$ cat config.mk
export PLATFORM = sky130hd
export DESIGN_NAME = sorted_set_merge_top
export DESIGN_NICKNAME = d
export VERILOG_FILES = /design/src/ssm_pkg.sv /design/src/ssm_ram.sv /design/src/sorted_set_merge_top.sv
export SDC_FILE = /design/constraint.sdc
export NUM_CORES = 2
export LEC_CHECK = 0
export BUFFER_PORTS_ARGS = -buffer_cell sky130_fd_sc_hd__buf_2
export CORE_MARGIN = 2
export CORE_UTILIZATION = 58
export DETAILED_ROUTE_END_ITERATION = 16
export HOLD_SLACK_MARGIN = 0.06
export PLACE_DENSITY = 0.84
export RECOVER_POWER = 25
export SKIP_LAST_GASP = 1
export SYNTH_ARGS = -nofsm -noshare
export SYNTH_HDL_FRONTEND = slang
export SYNTH_HIERARCHICAL = 1
export SYNTH_SLANG_ARGS = --single-unit
$ cat constraint.sdc
create_clock -name i_clk -period 5 [get_ports i_clk]
set_input_delay 0.5 -clock i_clk [delete_from_list [all_inputs] [get_ports i_clk]]
set_output_delay 0.5 -clock i_clk [all_outputs]
set_load 0.01 [all_outputs]
$ cat src/ssm_pkg.sv
// sorted set merge package: item codes and controller state type
// no dependencies; imported by the top level
package ssm_pkg;

    typedef enum logic [1:0] {
        MODE_LOAD_A = 2'd0,
        MODE_LOAD_B = 2'd1,
        MODE_RUN    = 2'd2
    } t_mode;

    typedef enum logic [1:0] {
        OP_UNION     = 2'd0,
        OP_INTERSECT = 2'd1,
        OP_DIFF      = 2'd2
    } t_op;

    typedef enum logic [1:0] {
        ST_IDLE,
        ST_MERGE,
        ST_FINISH
    } t_state;

    localparam int unsigned DATA_W = 32;

endpackage

$ cat src/ssm_ram.sv
// generic single-write, single-read ram with registered read data
// no dependencies; used for both list stores of the merge block
module ssm_ram #(
    parameter int WIDTH = 32,
    parameter int DEPTH = 32
) (
    input  logic                                      i_clk,
    input  logic                                      i_we,
    input  logic [((DEPTH > 1) ? $clog2(DEPTH) : 1)-1:0] i_waddr,
    input  logic [WIDTH-1:0]                          i_wdata,
    input  logic [((DEPTH > 1) ? $clog2(DEPTH) : 1)-1:0] i_raddr,
    output logic [WIDTH-1:0]                          o_rdata
);

    logic [WIDTH-1:0] r_mem [DEPTH];
    logic [WIDTH-1:0] r_rdata;

    always_ff @(posedge i_clk) begin
        if (i_we) begin
            r_mem[i_waddr] <= i_wdata;
        end
        r_rdata <= r_mem[i_raddr];
    end

    assign o_rdata = r_rdata;

endmodule

$ cat src/sorted_set_merge_top.sv
// channel | direction | handshake            | payload
// in      | input     | i_valid / o_stall    | i_mode, i_value, i_operation
// out     | output    | o_valid / i_stall    | o_result_value, o_is_last, o_is_empty
//
// a load word is written as it is taken; the list heads are read at the edge that takes a run,
// then the run stalls the input for the comparison steps in ST_MERGE (at most
// count_a + count_b), the check that sees the walk end and the closing word in ST_FINISH
// the step rate is set by the two list rams, each read once per cycle
// a result is held back one step so the final word can carry is_last
// a step that must push a word waits while the output register is stalled
// reset (synchronous, active low) clears the counts, the controller and the output
module sorted_set_merge_top #(
    parameter int LIST_DEPTH = 32
) (
    input  logic                         i_clk,
    input  logic                         i_rst_n,
    input  logic                         i_valid,
    output logic                         o_stall,
    input  logic [1:0]                   i_mode,
    input  logic signed [ssm_pkg::DATA_W-1:0] i_value,
    input  logic [1:0]                   i_operation,
    output logic                         o_valid,
    input  logic                         i_stall,
    output logic signed [ssm_pkg::DATA_W-1:0] o_result_value,
    output logic                         o_is_last,
    output logic                         o_is_empty
);
    import ssm_pkg::*;

    localparam int CW = $clog2(LIST_DEPTH + 1);
    localparam int AW = (LIST_DEPTH > 1) ? $clog2(LIST_DEPTH) : 1;
    localparam logic [CW-1:0] DEPTH_C = CW'(LIST_DEPTH);

    t_state r_state, n_state;

    logic [CW-1:0]     r_cnt_a, n_cnt_a, r_cnt_b, n_cnt_b;
    logic [CW-1:0]     r_i, n_i, r_j, n_j;
    logic [1:0]        r_op, n_op;
    logic              r_pend_valid, n_pend_valid;
    logic [DATA_W-1:0] r_pend_value, n_pend_value;
    logic              r_out_valid, n_out_valid;
    logic [DATA_W-1:0] r_out_value, n_out_value;
    logic              r_out_last, n_out_last;
    logic              r_out_empty, n_out_empty;

    logic              in_acc, out_free;
    logic              we_a, we_b;
    logic [DATA_W-1:0] a_rdata, b_rdata;
    logic              a_more, b_more, both, lt, gt;
    logic              emit_req, adv_i, adv_j, done, step_go;
    logic [DATA_W-1:0] emit_val;

    assign in_acc   = i_valid && !o_stall;
    assign out_free = !r_out_valid || !i_stall;
    assign we_a     = in_acc && (i_mode == MODE_LOAD_A) && (r_cnt_a < DEPTH_C);
    assign we_b     = in_acc && (i_mode == MODE_LOAD_B) && (r_cnt_b < DEPTH_C);

    // read address follows the next pointer so data lines up with r_i / r_j
    ssm_ram #(.WIDTH(DATA_W), .DEPTH(LIST_DEPTH)) u_ram_a (
        .i_clk   (i_clk),
        .i_we    (we_a),
        .i_waddr (r_cnt_a[AW-1:0]),
        .i_wdata (i_value),
        .i_raddr (n_i[AW-1:0]),
        .o_rdata (a_rdata)
    );

    ssm_ram #(.WIDTH(DATA_W), .DEPTH(LIST_DEPTH)) u_ram_b (
        .i_clk   (i_clk),
        .i_we    (we_b),
        .i_waddr (r_cnt_b[AW-1:0]),
        .i_wdata (i_value),
        .i_raddr (n_j[AW-1:0]),
        .o_rdata (b_rdata)
    );

    // merge step decision
    always_comb begin
        a_more   = r_i < r_cnt_a;
        b_more   = r_j < r_cnt_b;
        both     = a_more && b_more;
        lt       = $signed(a_rdata) < $signed(b_rdata);
        gt       = $signed(b_rdata) < $signed(a_rdata);
        emit_req = 1'b0;
        emit_val = a_rdata;
        adv_i    = 1'b0;
        adv_j    = 1'b0;
        priority if (both) begin
            priority if (lt) begin
                emit_req = (r_op != OP_INTERSECT);
                adv_i    = 1'b1;
            end else if (gt) begin
                emit_req = (r_op == OP_UNION);
                emit_val = b_rdata;
                adv_j    = 1'b1;
            end else begin
                emit_req = (r_op != OP_DIFF);
                adv_i    = 1'b1;
                adv_j    = 1'b1;
            end
        end else if (a_more) begin
            emit_req = 1'b1;
            adv_i    = 1'b1;
        end else begin
            emit_req = 1'b1;
            emit_val = b_rdata;
            adv_j    = 1'b1;
        end
        // tails that the operation does not copy end the walk
        done = (!a_more && !b_more)
            || (!both && (r_op == OP_INTERSECT))
            || (!a_more && (r_op == OP_DIFF));
        step_go = !emit_req || !r_pend_valid || out_free;
    end

    // next state
    always_comb begin
        n_state = r_state;
        unique case (r_state)
            ST_IDLE: begin
                if (in_acc && (i_mode == MODE_RUN)) begin
                    n_state = (i_operation == OP_UNION || i_operation == OP_INTERSECT
                        || i_operation == OP_DIFF) ? ST_MERGE : ST_FINISH;
                end
            end
            ST_MERGE: begin
                if (done) begin
                    n_state = ST_FINISH;
                end
            end
            ST_FINISH: begin
                if (out_free) begin
                    n_state = ST_IDLE;
                end
            end
            default: n_state = ST_IDLE;
        endcase
    end

    // outputs and datapath next values
    always_comb begin
        o_stall      = (r_state != ST_IDLE);
        n_cnt_a      = r_cnt_a;
        n_cnt_b      = r_cnt_b;
        n_i          = r_i;
        n_j          = r_j;
        n_op         = r_op;
        n_pend_valid = r_pend_valid;
        n_pend_value = r_pend_value;
        n_out_valid  = r_out_valid && i_stall;
        n_out_value  = r_out_value;
        n_out_last   = r_out_last;
        n_out_empty  = r_out_empty;
        unique case (r_state)
            ST_IDLE: begin
                n_i = '0;
                n_j = '0;
                if (we_a) begin
                    n_cnt_a = r_cnt_a + CW'(1);
                end
                if (we_b) begin
                    n_cnt_b = r_cnt_b + CW'(1);
                end
                if (in_acc && (i_mode == MODE_RUN)) begin
                    n_op = i_operation;
                end
            end
            ST_MERGE: begin
                if (!done && step_go) begin
                    n_i = r_i + CW'(adv_i);
                    n_j = r_j + CW'(adv_j);
                    if (emit_req) begin
                        if (r_pend_valid) begin
                            n_out_valid = 1'b1;
                            n_out_value = r_pend_value;
                            n_out_last  = 1'b0;
                            n_out_empty = 1'b0;
                        end
                        n_pend_valid = 1'b1;
                        n_pend_value = emit_val;
                    end
                end
            end
            ST_FINISH: begin
                n_i = '0;
                n_j = '0;
                if (out_free) begin
                    n_out_valid  = 1'b1;
                    n_out_value  = r_pend_valid ? r_pend_value : '0;
                    n_out_last   = 1'b1;
                    n_out_empty  = !r_pend_valid;
                    n_pend_valid = 1'b0;
                    n_cnt_a      = '0;
                    n_cnt_b      = '0;
                end
            end
            default: begin
                n_i = '0;
                n_j = '0;
            end
        endcase
    end

    always_ff @(posedge i_clk) begin
        if (!i_rst_n) begin
            r_state      <= ST_IDLE;
            r_cnt_a      <= '0;
            r_cnt_b      <= '0;
            r_i          <= '0;
            r_j          <= '0;
            r_pend_valid <= 1'b0;
            r_out_valid  <= 1'b0;
        end else begin
            r_state      <= n_state;
            r_cnt_a      <= n_cnt_a;
            r_cnt_b      <= n_cnt_b;
            r_i          <= n_i;
            r_j          <= n_j;
            r_pend_valid <= n_pend_valid;
            r_out_valid  <= n_out_valid;
        end
        r_op        <= n_op;
        r_pend_value <= n_pend_value;
        r_out_value <= n_out_value;
        r_out_last  <= n_out_last;
        r_out_empty <= n_out_empty;
    end

    assign o_valid        = r_out_valid;
    assign o_result_value = r_out_value;
    assign o_is_last      = r_out_last;
    assign o_is_empty     = r_out_empty;

`ifndef SYNTHESIS
    a_cnt_bound: assert property (@(posedge i_clk) disable iff (!i_rst_n)
        (r_cnt_a <= DEPTH_C) && (r_cnt_b <= DEPTH_C))
        else $error("list count beyond depth");

    a_ptr_bound: assert property (@(posedge i_clk) disable iff (!i_rst_n)
        (r_state == ST_MERGE) |-> (r_i <= r_cnt_a) && (r_j <= r_cnt_b))
        else $error("merge pointer beyond list count");

    a_clear_after_run: assert property (@(posedge i_clk) disable iff (!i_rst_n)
        (r_state == ST_FINISH && out_free) |=>
            (r_cnt_a == '0) && (r_cnt_b == '0) && (r_state == ST_IDLE))
        else $error("counts not cleared after run");

    a_idle_no_pending: assert property (@(posedge i_clk) disable iff (!i_rst_n)
        (r_state == ST_IDLE) |-> !r_pend_valid)
        else $error("held result word left over in idle");

    a_empty_is_last: assert property (@(posedge i_clk) disable iff (!i_rst_n)
        (o_valid && o_is_empty) |-> (o_is_last && (o_result_value == '0)))
        else $error("empty word not marked last or not zero");
`endif

endmodule
==> run metrics <==
total overflow reported by the global router=0; async set or reset register ratio after synthesis=0; first-pass GRT wire length=325 mm; number of library cell types mapped by synthesis=57; number of buffer and inverter stages on the critical path=8; total number of vias=50.6k; least setup slack across all paths after layout=-0.295 ns; max frequency=189 MHz; sequential cell area in the final layout=roughly 0.065 mm²; Wirelength per Cell=30.6 µm; buffers added on ports=75; final routed DRC violation total=0; worst vdd rail ir drop=0.397 mV; Final Hold Fails=0; most common cell in the netlist=sky130_fd_sc_hd__edfxtp_1; count of routing violations after the opening detailed-route iteration=8060; synthesized area=0.0863 mm²; clock input transition at the sequential cells of the worst setup and hold paths=0.07 ns; fraction of final layout cells sized beyond drive strength 1=0.159; Total Nets Final=around 5.5k; Worst Tran Pin Value=approximately 3.6 ns; worst hold margin=0.126 ns; largest driver fanout on the critical path=18; number of maximum-capacitance violations=28; Gate Count Post-Synth=about 5k; Placement Cell Area=0.0920 mm²; final antenna-violating net count=0; standard-cell rows=between 100 and 150; number of antenna violations at the first check in global routing=15; CP required=5.64 ns; setup slack after placement=-0.254 ns; count of final max-slew check failures=1822; post-route cell area=roughly 0.1 mm²; DR pass1 iterations=9; area added between synthesis and finish=14.6%; Sink Count=2208; dpl hpwl=126 mm; Critical Path Sink Type=register; count of flip-flops with a built-in enable after synthesis=2116; H-tree levels=4; width of the die=between 300 and 400 µm; DR vias/cell=6.72; Worst Path Arrival=5.94 ns; cell chain of the critical path=inv_1 -> ha_1 -> nand4_1 -> a2111oi_2 -> o31a_1 -> o22ai_4 -> buf_12 -> o311ai_4 -> buf_6 -> mux2i_2 -> nor2b_4 -> buf_12 -> buf_12 -> buf_12 -> buf_4 -> mux2i_1 -> a22oi_1 -> a31oi_1 -> buf_4 -> nand3_1; core area=between 0.1 and 0.15 mm²; CP max stage cell=sky130_fd_sc_hd__dfxtp_1; Total Routing Usage GR=0.293; worst-case clock buffer depth=3; family with the most delay on the worst path=compound AO/OA/AOI/OAI gates; biggest cell delay along the critical path=0.54 ns; Most Frequent Cell on Critical Path=sky130_fd_sc_hd__buf_12; final worst path period share=1.06; maximum number of pins on one net before global-route repair=65; clock network latency to the later pin of the worst-skew pair=~0.85 ns; initial core utilization=0.584; Post-Route Setup TNS=-5.52 ns; clock skew=0.0257 ns; via count of the first global-routing pass=between 50k and 60k; register bit count reported by yosys=2208; standby leakage power=30.6 nW; filler cell count=8669; multi-input logic area=roughly 0.020 mm²; power density relative to cell area=about 380 mW/mm²; mean area per synthesized cell=between 15 and 20 µm²; CTS tree=yes; status=complete, but fails checks; total length of routed wires=231 mm; nets in the synthesized netlist=5104; critical path launch point type=register; final setup violation count=56; clock tree root buffer cell=sky130_fd_sc_hd__clkbuf_16; top post-synthesis cells by area=sky130_fd_sc_hd__edfxtp_1 (74%), sky130_fd_sc_hd__mux2i_1 (12%), sky130_fd_sc_hd__dfxtp_1 (2.1%), sky130_fd_sc_hd__a22oi_1 (1.7%), sky130_fd_sc_hd__a22o_1 (1.3%); worst slew slack as a fraction of its limit=-1.41; synth cell count leaders=sky130_fd_sc_hd__edfxtp_1 (2116), sky130_fd_sc_hd__mux2i_1 (1031), sky130_fd_sc_hd__nand2_1 (231); share of the synthesized area in the top cell type=0.736; Hold Crit Class=input port to register; Final Critical Period=5.30 ns; violated checks=capacitance limit, slew limit, setup timing; Synth warnings=6; CTS buffer count=just under 200; number of top-level design ports=76; library cell with the largest summed area after synthesis=sky130_fd_sc_hd__edfxtp_1; height of the chip=390 µm; category of the critical setup timing path=register to register; routability congestion estimate=slightly above 0.9; Main synth FF type=sky130_fd_sc_hd__edfxtp_1; power consumption=37.8 mW; area of the die=0.152 mm²; Seq/Total Area, Yosys=0.757; setup repair after global routing missed its margin=yes
## cells in the final DEF (no fill, tap or decap), types with 9 or more instances in the layout
master	count
sky130_fd_sc_hd__a21oi_1	219
sky130_fd_sc_hd__a22o_1	128
sky130_fd_sc_hd__a22oi_1	193
sky130_fd_sc_hd__a31oi_1	55
sky130_fd_sc_hd__and2_1	35
sky130_fd_sc_hd__buf_12	74
sky130_fd_sc_hd__buf_2	73
sky130_fd_sc_hd__buf_4	286
sky130_fd_sc_hd__bufinv_16	16
sky130_fd_sc_hd__clkbuf_1	71
sky130_fd_sc_hd__clkbuf_16	205
sky130_fd_sc_hd__clkbuf_8	15
sky130_fd_sc_hd__clkinv_1	36
sky130_fd_sc_hd__clkinv_2	32
sky130_fd_sc_hd__dfxtp_1	88
sky130_fd_sc_hd__edfxtp_1	2116
sky130_fd_sc_hd__ha_1	49
sky130_fd_sc_hd__inv_1	55
sky130_fd_sc_hd__mux2_1	14
sky130_fd_sc_hd__mux2_2	17
sky130_fd_sc_hd__mux2i_1	1027
sky130_fd_sc_hd__nand2_1	231
sky130_fd_sc_hd__nand2b_1	12
sky130_fd_sc_hd__nand3_1	192
sky130_fd_sc_hd__nand3_2	14
sky130_fd_sc_hd__nand3b_1	10
sky130_fd_sc_hd__nand4_1	11
sky130_fd_sc_hd__nor2_1	23
sky130_fd_sc_hd__nor2_4	68
sky130_fd_sc_hd__nor3_1	63
sky130_fd_sc_hd__o21ai_0	9
sky130_fd_sc_hd__o21ai_1	10
## routing by layer
layer  vias to the layer above  track usage  wire length, µm
met5                         -            0              105
met4                        14        0.138            11900
met3                       690       0.0668            30900
met2                      4264        0.463           107000
met1                     25113        0.391            80900
li1                      20538            -                -
## report_power, final
group	internal (mW)	total [mW]	leakage, nW	switching, mW
Clock	8.47	15.2	3.17	6.76
Combinational	0.636	1.97	7.68	1.33
Sequential	20.5	20.6	19.8	0.103
Total	29.6	37.8	30.6	8.19
## sequential cells by signal, indices dropped and copies added (netlist names), 6 cells and up
register and flops:
o_result_value 32, r_cnt_a 6, r_cnt_b 6, r_i 6
r_j 6, r_pend_value 32, u_ram_a/o_rdata 32, u_ram_a/r_mem 1024
u_ram_b/o_rdata 32, u_ram_b/r_mem 1024
## cell type report
class                      instances  share of cell area
sequential                      2208               0.661
clock buffer                     257              0.0545
tap                             1930              0.0244
clock inverter                   110              0.0111
multi-input combinational       2483               0.202
antenna                            7            0.000177
timing repair buffer             479              0.0445
inverter                          55             0.00209
## path summary, 6_finish.rpt
check | slack (ns) | cells past startpoint | to | startpoint
max | -0.30 | 20 | u_ram_b/o_rdata[22] | u_ram_a/o_rdata[4]
min | 0.13 | 4 | r_pend_valid | i_stall
max reg2reg | -0.30 | 20 | u_ram_b/o_rdata[22] | u_ram_a/o_rdata[4]
min reg2reg | 0.47 | 2 | r_state[0] | r_state[0]
## kinds of logic after synthesis
group,count (synthesis),synth area share
AND/OR/NAND/NOR,707,0.0384
XOR/XNOR,6,0.000609
buffers and inverters,322,0.0206
multiplexers,1062,0.124
flip-flops,2208,0.757
AO/OA/AOI/OAI,657,0.0520
adder cells (fa/ha/maj),51,0.00739
## tightest hold or removal path: stages
cell and delay, ns:
sky130_fd_sc_hd__buf_2 0.09, sky130_fd_sc_hd__nand2_1 0.07, sky130_fd_sc_hd__a21oi_1 0.15, sky130_fd_sc_hd__a311o_1 0.13
## per-stage QoR
step | util | std cells
floorplan | - | 5013
global placement | 0.622 | 7142
detailed placement | 0.622 | 7142
CTS | 0.667 | 7513
global route | 0.669 | 7525
finish | 0.669 | 7529
## what timing repair did
item | CTS | global route
setup endpoints to repair | 39 | 56
hold buffers | 3 | 0
resized for setup | 19 | 43
pin swaps | 0 | 9
hold endpoints to repair | 13 | 0
gates cloned | 0 | 4
buffers inserted | 1 | 5
Note: power is estimated with default switching activity, not from simulation.
